<file path="src/rtl/http_request_target_checker_unit_assert.svh">
// ----------------------------------------------------------------------------
// HTTP request target checker - assertion macros
// Shared concurrent assertion helpers for the checker RTL.
// ----------------------------------------------------------------------------
`ifndef HTTP_REQUEST_TARGET_CHECKER_UNIT_ASSERT_SVH
`define HTTP_REQUEST_TARGET_CHECKER_UNIT_ASSERT_SVH

// Checked on every rising clock edge, masked while reset is applied.
`define HTC_ASSERT(label, prop, msg) \
  label: assert property (@(posedge clk_i) disable iff (!rst_ni) prop) else $error(msg);

// Checked on every rising clock edge, reset included.
`define HTC_ASSERT_ALWAYS(label, prop, msg) \
  label: assert property (@(posedge clk_i) prop) else $error(msg);

`endif

</file>
<file path="src/rtl/htc_pkg.sv">
// ----------------------------------------------------------------------------
// HTTP request target checker - package
// Character constants and the byte class type shared by the checker modules.
// ----------------------------------------------------------------------------
package htc_pkg;

  localparam int unsigned ByteW  = 8;
  localparam int unsigned OwedW  = 2;

  // Characters with a role of their own in origin form
  localparam logic [ByteW-1:0] CharPercent = 8'h25;  // '%'
  localparam logic [ByteW-1:0] CharSlash   = 8'h2F;  // '/'
  localparam logic [ByteW-1:0] CharQmark   = 8'h3F;  // '?'
  localparam logic [ByteW-1:0] CharColon   = 8'h3A;  // ':'
  localparam logic [ByteW-1:0] CharAt      = 8'h40;  // '@'

  // Hex digits that a '%' escape requires
  localparam logic [OwedW-1:0] EscapeDigits = 2'd2;

  // Classification of one target byte
  typedef struct packed {
    logic is_slash;
    logic is_percent;
    logic is_qmark;
    logic is_hex;
    logic is_plain;   // unreserved, sub-delims, ':', '@', '/'
  } byte_class_t;

endpackage

</file>
<file path="src/rtl/http_request_target_checker_unit.sv">
// ----------------------------------------------------------------------------
// HTTP request target checker
// Validates an origin-form request target streamed one byte per request.
// ----------------------------------------------------------------------------
// The block takes one target byte per clock cycle with no gaps needed between
// bytes or between targets, unless a final byte waits on a stalled result
// register; non-final bytes never wait on it and keep flowing through the check
// stage. Each byte is captured in an input register, checked against the running
// target state by the byte classifier and the update logic in the next cycle,
// and on the byte marked final the verdict lands in the result register, so the
// result of a target shows up in the cycle after its final byte is taken.
// ----------------------------------------------------------------------------
`include "http_request_target_checker_unit_assert.svh"

module http_request_target_checker_unit (
  input  logic                      clk_i,
  input  logic                      rst_ni,
  // byte stream in
  input  logic                      in_valid_i,
  output logic                      in_stall_o,
  input  logic [htc_pkg::ByteW-1:0] target_byte_i,
  input  logic                      final_byte_i,
  // verdict out
  output logic                      out_valid_o,
  input  logic                      out_stall_i,
  output logic                      accepted_o
);

  // Input register
  logic                      in_valid_q;
  logic [htc_pkg::ByteW-1:0] byte_q;
  logic                      final_q;

  // Target state
  logic                      at_first_q, at_first_d;
  logic                      in_query_q, in_query_d;
  logic [htc_pkg::OwedW-1:0] owed_q, owed_d;
  logic                      failed_q, failed_d;

  // Result register
  logic                      out_valid_q;
  logic                      accepted_q, accepted_d;

  logic                      out_free;
  logic                      take;
  logic                      load;
  logic                      emit;
  htc_pkg::byte_class_t      cls;

  // Handshake: only a final byte needs room in the result register
  assign out_free   = !out_valid_q || !out_stall_i;
  assign take       = in_valid_q && (!final_q || out_free);
  assign emit       = take && final_q;
  assign load       = !in_valid_q || take;
  assign in_stall_o = !load;

  assign out_valid_o = out_valid_q;
  assign accepted_o  = accepted_q;

  // Capture the incoming request
  always_ff @(posedge clk_i or negedge rst_ni) begin
    if (!rst_ni) begin
      in_valid_q <= 1'b0;
    end else if (load) begin
      in_valid_q <= in_valid_i;
    end
  end

  always_ff @(posedge clk_i) begin
    if (load && in_valid_i) begin
      byte_q  <= target_byte_i;
      final_q <= final_byte_i;
    end
  end

  htc_byte_class u_byte_class (
    .byte_i  (byte_q),
    .class_o (cls)
  );

  // Per-byte check and state update
  always_comb begin
    in_query_d = in_query_q;
    owed_d     = owed_q;
    failed_d   = failed_q;
    if (!failed_q) begin
      if (at_first_q) begin
        failed_d = !cls.is_slash;
      end else if (owed_q != '0) begin
        if (cls.is_hex) begin
          owed_d = owed_q - htc_pkg::OwedW'(1);
        end else begin
          failed_d = 1'b1;
        end
      end else if (cls.is_percent) begin
        owed_d = htc_pkg::EscapeDigits;
      end else if (cls.is_qmark) begin
        in_query_d = 1'b1;
      end else if (!cls.is_plain) begin
        failed_d = 1'b1;
      end
    end
    at_first_d = 1'b0;
    accepted_d = !failed_d && (owed_d == '0);
    // Final byte: clear for the next target
    if (final_q) begin
      at_first_d = 1'b1;
      in_query_d = 1'b0;
      owed_d     = '0;
      failed_d   = 1'b0;
    end
  end

  always_ff @(posedge clk_i or negedge rst_ni) begin
    if (!rst_ni) begin
      at_first_q <= 1'b1;
      in_query_q <= 1'b0;
      owed_q     <= '0;
      failed_q   <= 1'b0;
    end else if (take) begin
      at_first_q <= at_first_d;
      in_query_q <= in_query_d;
      owed_q     <= owed_d;
      failed_q   <= failed_d;
    end
  end

  // Result register
  always_ff @(posedge clk_i or negedge rst_ni) begin
    if (!rst_ni) begin
      out_valid_q <= 1'b0;
    end else if (out_free) begin
      out_valid_q <= emit;
    end
  end

  always_ff @(posedge clk_i) begin
    if (emit) begin
      accepted_q <= accepted_d;
    end
  end

  // Assertions
  `HTC_ASSERT(a_owed_range, owed_q != 2'd3, "escape digit count out of range")
  `HTC_ASSERT_ALWAYS(a_query_after_first, in_query_q |-> !at_first_q,
                     "query flag set at the first byte of a target")
  `HTC_ASSERT(a_clear_after_final,
              emit |=> (at_first_q && !in_query_q && !failed_q && owed_q == 2'd0),
              "target state not cleared after final byte")
  `HTC_ASSERT(a_failed_sticks, (failed_q && !emit) |=> failed_q,
              "rejection dropped before the final byte")

endmodule

</file>
<file path="src/rtl/htc_byte_class.sv">
// ----------------------------------------------------------------------------
// HTTP request target checker - byte classifier
// Sorts one byte into the character sets of the origin form grammar.
// ----------------------------------------------------------------------------
module htc_byte_class (
  input  logic [htc_pkg::ByteW-1:0] byte_i,
  output htc_pkg::byte_class_t      class_o
);

  logic is_digit;
  logic is_lower;
  logic is_upper;
  logic is_mark;

  // Letters and digits
  assign is_digit = (byte_i >= 8'h30) && (byte_i <= 8'h39);
  assign is_lower = (byte_i >= 8'h61) && (byte_i <= 8'h7A);
  assign is_upper = (byte_i >= 8'h41) && (byte_i <= 8'h5A);

  // Unreserved marks, sub-delims and the extra path characters
  always_comb begin
    case (byte_i)
      8'h2D, 8'h2E, 8'h5F, 8'h7E,                         // - . _ ~
      8'h21, 8'h24, 8'h26, 8'h27, 8'h28, 8'h29,           // ! $ & ' ( )
      8'h2A, 8'h2B, 8'h2C, 8'h3B, 8'h3D,                  // * + , ; =
      htc_pkg::CharColon, htc_pkg::CharAt,
      htc_pkg::CharSlash: is_mark = 1'b1;
      default:            is_mark = 1'b0;
    endcase
  end

  assign class_o.is_slash   = (byte_i == htc_pkg::CharSlash);
  assign class_o.is_percent = (byte_i == htc_pkg::CharPercent);
  assign class_o.is_qmark   = (byte_i == htc_pkg::CharQmark);
  assign class_o.is_hex     = is_digit
                            || ((byte_i >= 8'h61) && (byte_i <= 8'h66))
                            || ((byte_i >= 8'h41) && (byte_i <= 8'h46));
  assign class_o.is_plain   = is_digit || is_lower || is_upper || is_mark;

endmodule
</file>
<file path="config.mk">
export PLATFORM = sky130hd
export DESIGN_NAME = http_request_target_checker_unit
export DESIGN_NICKNAME = d
export VERILOG_FILES = /design/src/rtl/htc_pkg.sv /design/src/rtl/http_request_target_checker_unit.sv /design/src/rtl/htc_byte_class.sv
export VERILOG_INCLUDE_DIRS = /design/src /design/src/rtl
export SDC_FILE = /design/constraint.sdc
export NUM_CORES = 1
export LEC_CHECK = 0
export BUFFER_PORTS_ARGS = -buffer_cell sky130_fd_sc_hd__buf_2
export CORE_MARGIN = 5
export CORE_UTILIZATION = 31
export CTS_CLUSTER_DIAMETER = 100
export DETAILED_ROUTE_END_ITERATION = 7
export GPL_ROUTABILITY_DRIVEN = 0
export GPL_TIMING_DRIVEN = 0
export PLACE_DENSITY = 0.55
export SKIP_LAST_GASP = 1
export SYNTH_ARGS = -nofsm -noshare
export SYNTH_HDL_FRONTEND = slang
export SYNTH_SLANG_ARGS = --single-unit
</file>
<file path="constraint.sdc">
create_clock -name clk_i -period 2.8 [get_ports clk_i]
set_input_delay 0.56 -clock clk_i [delete_from_list [all_inputs] [get_ports clk_i]]
set_output_delay 0.56 -clock clk_i [all_outputs]
set_load 0.05 [all_outputs]
</file>
==> impl_metrics.json, run 1 <==
{
  "outcome": "completed",
  "drc": 0,
  "grt_overflow": 0,
  "ys_types": 43,
  "ir_drop_uv": 221.8,
  "die_w_um": 64.98,
  "critPathLaunch": "byte_q[0]$_DFFE_PP_",
  "crit_cells": 5,
  "cts_inserted_buffers": 3,
  "grt_max_degree": 11,
  "syn_to_final_growth_pct": 15.22,
  "period_minus_slack_ps": 2019,
  "synth_edf_count": 10,
  "synth-main-ff-cell": "edfxtp_1",
  "drv_cap": 0,
  "grt_antenna_before_repair": 0,
  "cts_root_buf": "clkbuf_4",
  "finalSetupViolCount": 0,
  "syn-num-nets": 106,
  "leakagePower_nw": 0.4574,
  "ff2ff_path_depth": 5,
  "clkPwrFrac_pct": 24.1,
  "antenna_cells": 0,
  "cp-end-kind": "register",
  "drv_slew": 0,
  "dp_hpwl_um": 1376,
  "p_per_area_nw_per_um2": 455.1,
  "fin_crit_sh_pct": 72.10,
  "p_int_mw": 0.3601,
  "grt_pass1_wl_um": 2849,
  "dieArea_um2": 4222,
  "crit_chain": "or4_4 > o22a_1 > o21ai_1 > o2111ai_1 > and3_1",
  "std_cell_rows": 20,
  "crit_type": "reg -> reg",
  "syn_area_per_cell_um2": 10.19,
  "yosysTopAreaCellShare_pct": 32.04,
  "worstSkewPairLatency_ps": 280,
  "first_pass_iters": 4,
  "placed_cell_area_um2": 1054,
  "p_switching_mw": 0.1313,
  "cp-start-kind": "register",
  "place_ws_ps": 784.0,
  "hold_buffers": 0,
  "crit_buf_inv": 0,
  "synthArstFlopShare_pct": 37.50,
  "worstPathArrival_ps": 2060,
  "drt_wl_total_um": 1704,
  "grt_pass1_vias": 683,
  "synthCells": 92,
  "rsz0062_at_grt": "false",
  "worstMarginPinSlew_ps": 351.4,
  "yosys.area.top_type": "edfxtp_1",
  "tns_ps": 0,
  "cts.clk_slew.worst_paths_ps": 90,
  "cts.sinks": 16,
  "drt_iter0_drc": 17,
  "max-slew-margin-rel_pct": 76.58,
  "synth_area_um2": 937.1,
  "core-area_um2": 2978,
  "num_io_pins": 16,
  "fin_area_um2": 1080,
  "slowest_delay_ps": 560,
  "cts_tree": "built",
  "p_seq_share_pct": 59.0,
  "fmax_mhz": 495.4,
  "cts_resized": 0,
  "crit_family": "simple AND/OR/NAND/NOR gates",
  "synth_area_leaders": "edfxtp_1 32%, dfrtp_1 13%, nand2_1 4.0%, dfstp_2 2.8%, buf_6 2.4%",
  "cp_max_fo": 9,
  "viasPerCell": 5.132,
  "ys_seq_area_share_pct": 48.20,
  "slowest_stage": "or4_4",
  "ant_nets": 0,
  "hp-class": "in -> async",
  "die_h_um": 64.98,
  "h-tree-depth": 1,
  "drive_gt1_share_pct": 27.93,
  "hold_viol_final": 0,
  "start_util_pct": 31.47,
  "avgRoutedWirePerCell_um": 11.83,
  "required_ps": 2840,
  "setup_ws_ps": 781.2,
  "r2r_start": "byte_q[0]$_DFFE_PP_",
  "nets": 126,
  "yosys_warnings": 0,
  "synth_common_cells": "10 x edfxtp_1, 10 x nand2_1, 6 x inv_1, 5 x dfrtp_1",
  "vias": 739,
  "grt_usage_pct": 8.750,
  "cts_buffer_depth": 2,
  "post_cts_buffers": 0,
  "clock_skew_ps": 6.472,
  "pwr-share-comb_pct": 16.9,
  "port_buffers": 15,
  "whs_ps": 89.68,
  "ys_ff_latch": 16,
  "p_sw_share_pct": 26.73
}
## cells by family (layout without fill, tap and decap cells)
logic type / after synthesis / after routing / synth area share (%)
mux: 1 / 1 / 1.068
flops: 16 / 16 / 48.20
compound gates: 18 / 18 / 12.55
fa+ha+maj: 1 / 1 / 1.335
simple gates: 46 / 46 / 30.44
buf+inv: 10 / 29 / 6.408
## routing by layer
metal / wire length, µm / global-route usage [%]
met2: 821 / 14.05
met1: 797 / 11.05
met3: 67 / 2.080
met4: 18 / 3.958
met5: 0 / 0
## final cells by class
type | instances | area [µm²]
fillers | 312 | 1898
flip-flops and latches | 16 | 451.7
multi-input cells | 66 | 425.4
repair buffers | 15 | 75.07
well taps | 33 | 41.29
plain buffers | 4 | 37.54
clock buffers | 3 | 22.52
inverters | 6 | 22.52
clock inverters | 1 | 3.754
## power groups by stage
| stage | clock network [mW] | logic [mW] | registers, mW |
|---|---|---|---|
| 2_1_floorplan | 0 | 0.0509 | 0.301 |
| 3_3_place_gp | 0 | 0.0823 | 0.294 |
| 3_5_place_dp | 0 | 0.0838 | 0.295 |
| 4_1_cts | 0.124 | 0.0839 | 0.290 |
| 5_1_grt | 0.132 | 0.0929 | 0.293 |
| 6_report | 0.118 | 0.0832 | 0.290 |
## final timing paths
path,to,slack [ps]
setup / recovery,accepted_o$_DFFE_PP_,780
hold / removal,failed_q$_DFFE_PN0P_,90
setup reg to reg,accepted_o$_DFFE_PP_,780
hold reg to reg,at_first_q$_DFFE_PN1P_,490
max in group asynchronous,at_first_q$_DFFE_PN1P_,2490
min in group clk_i,byte_q[4]$_DFFE_PP_,460
## per-stage QoR
step                util, %  instances  power (mW)
detailed placement    35.38        140      0.3787
global placement      35.38        140      0.3767
CTS                   36.26        144      0.4980
floorplan                 -         92      0.3518
global route          36.26        144      0.5178
finish                36.26        144      0.4914
## flip-flops by register name, summed over array words and instances (netlist names)
| name | cells |
|---|---|
| owed_q | 2 |
| final_q | 1 |
| in_valid_q | 1 |
| accepted_o | 1 |
| at_first_q | 1 |
| out_valid_o | 1 |
| byte_q | 8 |
| failed_q | 1 |
## layout by cell type, fill, tap and decap left out, types with 3 or more instances in the layout
master    synthesis  routed
nand2_1          10      10
dfrtp_1           5       5
buf_2             0      15
o21ai_0           4       4
a21oi_1           4       4
edfxtp_1         10      10
clkbuf_4          0       3
nor2_1            3       3
inv_1             6       6
nand3_1           4       4
(Power assumes the default switching activity.)
==> run 2: changes to the inputs <==
Clock period 2.8 ns to 2 ns, I/O delays scaled along.
==> impl_metrics.json, run 2 (synthesis results as in run 1) <==
{
  "cts.clk_slew.worst_paths_ps": 90,
  "drive_gt1_share_pct": 33.62,
  "max-slew-margin-rel_pct": 76.60,
  "cp_max_fo": 9,
  "die_h_um": 64.98,
  "leakagePower_nw": 0.4846,
  "num_io_pins": 16,
  "std_cell_rows": 20,
  "die_w_um": 64.98,
  "nets": 131,
  "use_met2_pct": 14.05,
  "outcome": "completed",
  "worstPathArrival_ps": 2020,
  "p_switching_mw": 0.1881,
  "syn_to_final_growth_pct": 21.36,
  "grtUsageMet1_pct": 11.27,
  "first_pass_iters": 3,
  "p_sw_share_pct": 26.82,
  "place_ws_ps": -16.05,
  "p_seq_share_pct": 57.7,
  "port_buffers": 15,
  "hold_viol_final": 0,
  "period_minus_slack_ps": 1977,
  "final_cell_mix": "15 x buf_2, 10 x nand2_1, 10 x edfxtp_1, 6 x inv_1",
  "worstMarginPinSlew_ps": 351.0,
  "p_int_mw": 0.5132,
  "ir_drop_uv": 312.1,
  "placed_cell_area_um2": 1054,
  "grt.busiest_layer": "met2",
  "required_ps": 2040,
  "hp-class": "in -> reg",
  "largest-register": "byte_q",
  "grt_pass1_vias": 687,
  "crit_buf_inv": 1,
  "crit_chain": "buf_6 > or4_4 > o22a_1 > o21ai_2 > o2111ai_2 > and3_1",
  "drv_cap": 0,
  "setup_ws_ps": 23.14,
  "cp-end-kind": "register",
  "pwr-share-comb_pct": 18.8,
  "cts_buffer_depth": 2,
  "grt_pass1_wl_um": 2877,
  "cts_inserted_buffers": 3,
  "drt_iter0_drc": 9,
  "top_regs": "byte_q x8, owed_q x2",
  "worstSkewPairLatency_ps": 280,
  "grt_overflow": 0,
  "start_util_pct": 31.47,
  "cts_tree": "built",
  "clock_skew_ps": 5.736,
  "fmax_mhz": 505.9,
  "fin_area_um2": 1137,
  "cp-start-kind": "register",
  "cts_root_buf": "clkbuf_4",
  "cts.sinks": 16,
  "fin_crit_sh_pct": 98.84,
  "layout_commonest_cell": "buf_2",
  "whs_ps": 296.7,
  "ant_nets": 0,
  "vias": 773,
  "h-tree-depth": 1,
  "drv_slew": 0,
  "dieArea_um2": 4222,
  "use_met3_pct": 2.080,
  "grt_max_degree": 11,
  "grt_usage_pct": 8.822,
  "avgRoutedWirePerCell_um": 12.31,
  "rsz0062_at_grt": "true",
  "antenna_cells": 0,
  "finalSetupViolCount": 0,
  "crit_type": "reg -> reg",
  "viasPerCell": 5.188,
  "p_per_area_nw_per_um2": 616.6,
  "slowest_delay_ps": 530,
  "largest_reg_flops": 8,
  "dp_hpwl_um": 1376,
  "grt_antenna_before_repair": 0,
  "drc": 0,
  "clkPwrFrac_pct": 23.6,
  "drt_wl_total_um": 1834,
  "slowest_stage": "or4_4",
  "core-area_um2": 2978,
  "crit_family": "simple AND/OR/NAND/NOR gates"
}
==> run 2: changes by cell type in the layout (fill, tap and decap cells not counted), sizes merged <==
| cell | change |
|---|---|
| buf | +4 |
| dlygate4sd3 | +1 |
==> run 2: through the flow <==
stage / total power [mW] / cells / setup TNS [ps] / util (%)
6_report: 0.7013 / 149 / 0 / 38.19
5_1_grt: 0.7389 / 149 / -24.94 / 38.19
2_1_floorplan: 0.4925 / 92 / 0 / -
3_3_place_gp: 0.5273 / 140 / 0 / 35.38
3_5_place_dp: 0.5302 / 140 / -16.05 / 35.38
4_1_cts: 0.7006 / 146 / 0 / 36.85
==> run 2: area by class of cell <==
class / instances / area (µm²)
fillers: 306 / 1841
flip-flops and latches: 16 / 451.7
multi-input cells: 66 / 439.2
repair buffers: 20 / 115.1
plain buffers: 4 / 41.29
well taps: 33 / 41.29
clock buffers: 3 / 22.52
inverters: 6 / 22.52
clock inverters: 1 / 3.754
==> run 2: worst register-to-register path, cell delays in order, from the launching register on <==
cell       delay [ps]
edfxtp_1          380
buf_6             150
or4_4             530
o22a_1            220
o21ai_2           140
o2111ai_2         130
and3_1            190
==> run 2: metal layers <==
layer	wire, µm	share of wire, %	vias to the layer above
met5	0	0	-
met4	18	0.98	0
met3	56	3.1	2
met2	891	49	10
met1	868	47	368
li1	-	-	393
==> run 2: worst paths after layout <==
kind,startpoint,to,slack (ps),cells after the start
max in group asynchronous,rst_ni,at_first_q$_DFFE_PN1P_,1310,2
worst max-delay path,byte_q[4]$_DFFE_PP_,accepted_o$_DFFE_PP_,20,6
min in group asynchronous,rst_ni,owed_q[1]$_DFFE_PN0P_,470,2
worst min register to register,at_first_q$_DFFE_PN1P_,at_first_q$_DFFE_PN1P_,490,2
worst min-delay path,target_byte_i[4],byte_q[4]$_DFFE_PP_,300,1
worst max register to register,byte_q[4]$_DFFE_PP_,accepted_o$_DFFE_PP_,20,6
==> run 2: what timing repair did <==
action	4_1_cts	5_1_grt
gates resized for setup	0	5
buffers inserted	1	3
pin swaps	1	1
cloned	0	0
setup endpoints to repair	1	1
hold endpoints to repair	5	0
hold buffers	1	0
==> run 2: power groups by stage <==
stage / sequential, mW / combinational [mW] / clock [mW]
finish: 0.404 / 0.132 / 0.165
global route: 0.409 / 0.146 / 0.185
CTS: 0.404 / 0.123 / 0.174
detailed placement: 0.413 / 0.117 / 0
global placement: 0.412 / 0.115 / 0
floorplan: 0.421 / 0.0712 / 0
==> run 3: changes to the inputs <==
Settings changed: BUFFER_PORTS_ARGS -buffer_cell sky130_fd_sc_hd__buf_2 to unset, CORE_ASPECT_RATIO set to 1.75, CTS_BUF_LIST set to sky130_fd_sc_hd__clkbuf_8, DONT_BUFFER_PORTS set to 1, PLACE_DENSITY 0.55 to 0.51.
==> impl_metrics.json, run 3 (synthesis results as in run 1) <==
{
  "ir_drop_uv": 571.1,
  "finalSetupViolCount": 0,
  "p_sw_share_pct": 25.18,
  "r2r_start": "byte_q[4]$_DFFE_PP_",
  "die_h_um": 82.74,
  "p_int_mw": 0.5661,
  "fill_cells": 290,
  "required_ps": 2000,
  "min_to": "byte_q[0]$_DFFE_PP_",
  "drv_slew": 0,
  "fin_crit_sh_pct": 97.93,
  "max-slew-margin-rel_pct": 69.20,
  "grt.busiest_layer": "met2",
  "worst_hold_path.num_cells": 0,
  "placed_cell_area_um2": 972.2,
  "pwr-share-comb_pct": 13.2,
  "drt_wl_total_um": 1875,
  "clkPwrFrac_pct": 31.0,
  "drive_gt1_share_pct": 22.77,
  "drc": 0,
  "grt_usage_pct": 10.03,
  "grtUsageMet1_pct": 10.02,
  "port_buffers": 0,
  "start_util_pct": 32.01,
  "worstSkewPairLatency_ps": 240,
  "tns_ps": 0,
  "cts_buffer_depth": 2,
  "core-area_um2": 2928,
  "rsz0062_at_grt": "true",
  "cts_tree": "built",
  "std_cell_rows": 26,
  "clock_skew_ps": 2.720,
  "antenna_cells": 0,
  "grt_antenna_before_repair": 0,
  "h-tree-depth": 1,
  "worstPathArrival_ps": 1960,
  "dieArea_um2": 4266,
  "first_pass_iters": 2,
  "drv_cap": 0,
  "nets": 116,
  "die_w_um": 51.56,
  "largest_reg_flops": 8,
  "viasPerCell": 5.488,
  "grt_pass1_vias": 738,
  "cts_root_buf": "clkbuf_8",
  "avgRoutedWirePerCell_um": 14.53,
  "syn_to_final_growth_pct": 14.02,
  "p_per_area_nw_per_um2": 708.0,
  "p_switching_mw": 0.1905,
  "hp-class": "in -> reg",
  "ff2ff_path_depth": 6,
  "dp_hpwl_um": 1425,
  "cp-end-kind": "register",
  "crit_type": "reg -> reg",
  "r2r_setup_slack_ps": 40,
  "whs_ps": 252.3,
  "hold_start": "target_byte_i[0]",
  "crit_chain": "buf_6 > or4_4 > o22a_1 > o21ai_2 > o2111ai_2 > and3_1",
  "top_regs": "byte_q x8, owed_q x2",
  "final_cell_mix": "10 x nand2_1, 10 x edfxtp_1, 6 x inv_1, 6 x buf_4",
  "vias": 708,
  "slowest_stage": "or4_4",
  "outcome": "completed",
  "grt_max_degree": 11,
  "use_met3_pct": 2.513,
  "cts_inserted_buffers": 3,
  "p_total_mw": 0.7565,
  "cts.clk_slew.worst_paths_ps": 60,
  "leakagePower_nw": 0.4293,
  "fin_area_um2": 1069,
  "cp-start-kind": "register",
  "ant_nets": 0,
  "hold_viol_final": 0,
  "drt_iter0_drc": 19,
  "cts.sinks": 16,
  "grt_overflow": 0,
  "cp_max_fo": 5,
  "period_minus_slack_ps": 1959,
  "timing.rr.end": "accepted_o$_DFFE_PP_",
  "worstMarginPinSlew_ps": 462.9,
  "grt_pass1_wl_um": 3270,
  "num_io_pins": 16,
  "fmax_mhz": 510.6,
  "p_seq_share_pct": 55.7,
  "largest-register": "byte_q",
  "use_met2_pct": 19.39,
  "slowest_delay_ps": 530
}
==> run 3: cell count changes in the layout (fill, tap and decap cells not counted), sizes merged <==
cell,before,now
buf,23,8
==> run 3: metal layers <==
| metal | wire, µm | up-vias |
|---|---|---|
| met3 | 50 | 2 |
| met2 | 1022 | 12 |
| met5 | 0 | - |
| met4 | 19 | 0 |
| li1 | - | 358 |
| met1 | 782 | 336 |
==> run 3: final cells by class <==
type | instances | area (µm²) | area share (%)
plain buffers | 4 | 37.54 | 3.513
clock buffers | 3 | 41.29 | 3.864
clock inverters | 1 | 3.754 | 0.3513
inverters | 6 | 22.52 | 2.108
multi-input cells | 66 | 435.4 | 40.75
flip-flops and latches | 16 | 452.9 | 42.39
well taps | 28 | 35.03 | 3.279
repair buffers | 5 | 40.04 | 3.747
==> run 3: per-stage QoR <==
| stage | instances | util [%] | setup slack (ps) |
|---|---|---|---|
| floorplan | 92 | - | 113.7 |
| global placement | 120 | 33.21 | -37.03 |
| detailed placement | 120 | 33.21 | -20.53 |
| CTS | 127 | 35.81 | 10.08 |
| global route | 129 | 36.50 | -37.94 |
| finish | 129 | 36.50 | 41.46 |
==> run 3: power by group through the flow <==
stage	Sequential [mW]	Combinational (mW)	Clock [mW]
after detailed placement	0.429	0.0856	0
after CTS	0.421	0.0973	0.248
after global routing	0.427	0.114	0.266
after global placement	0.429	0.0854	0
after floorplan	0.421	0.0712	0
final	0.422	0.100	0.235
==> run 3: what timing repair did <==
action,4_1_cts,5_1_grt
hold buffers,1,0
endpoints found under the hold margin,6,0
buffers inserted,2,2
setup endpoints to repair,1,2
pin swaps,2,1
resized for setup,1,2
==> run 3: critical path: cells and delay by family (launching register included) <==
kind / cells / cell delay (ps)
buffers and inverters: 1 / 140
DFF: 1 / 370
and+or+nand+nor: 2 / 740
AOI/OAI and AO/OA: 3 / 470
==> run 3: worst max-delay path by stage <==
stage / cells after the start / start / slack, ps / endpoint
global route: 6 / byte_q[4]$_DFFE_PP_ / -40 / accepted_o$_DFFE_PP_
global placement: 5 / byte_q[0]$_DFFE_PP_ / -40 / accepted_o$_DFFE_PP_
CTS: 6 / byte_q[4]$_DFFE_PP_ / 10 / accepted_o$_DFFE_PP_
floorplan: 6 / byte_q[4]$_DFFE_PP_ / 110 / accepted_o$_DFFE_PP_
detailed placement: 5 / byte_q[0]$_DFFE_PP_ / -20 / accepted_o$_DFFE_PP_
finish: 6 / byte_q[4]$_DFFE_PP_ / 40 / accepted_o$_DFFE_PP_
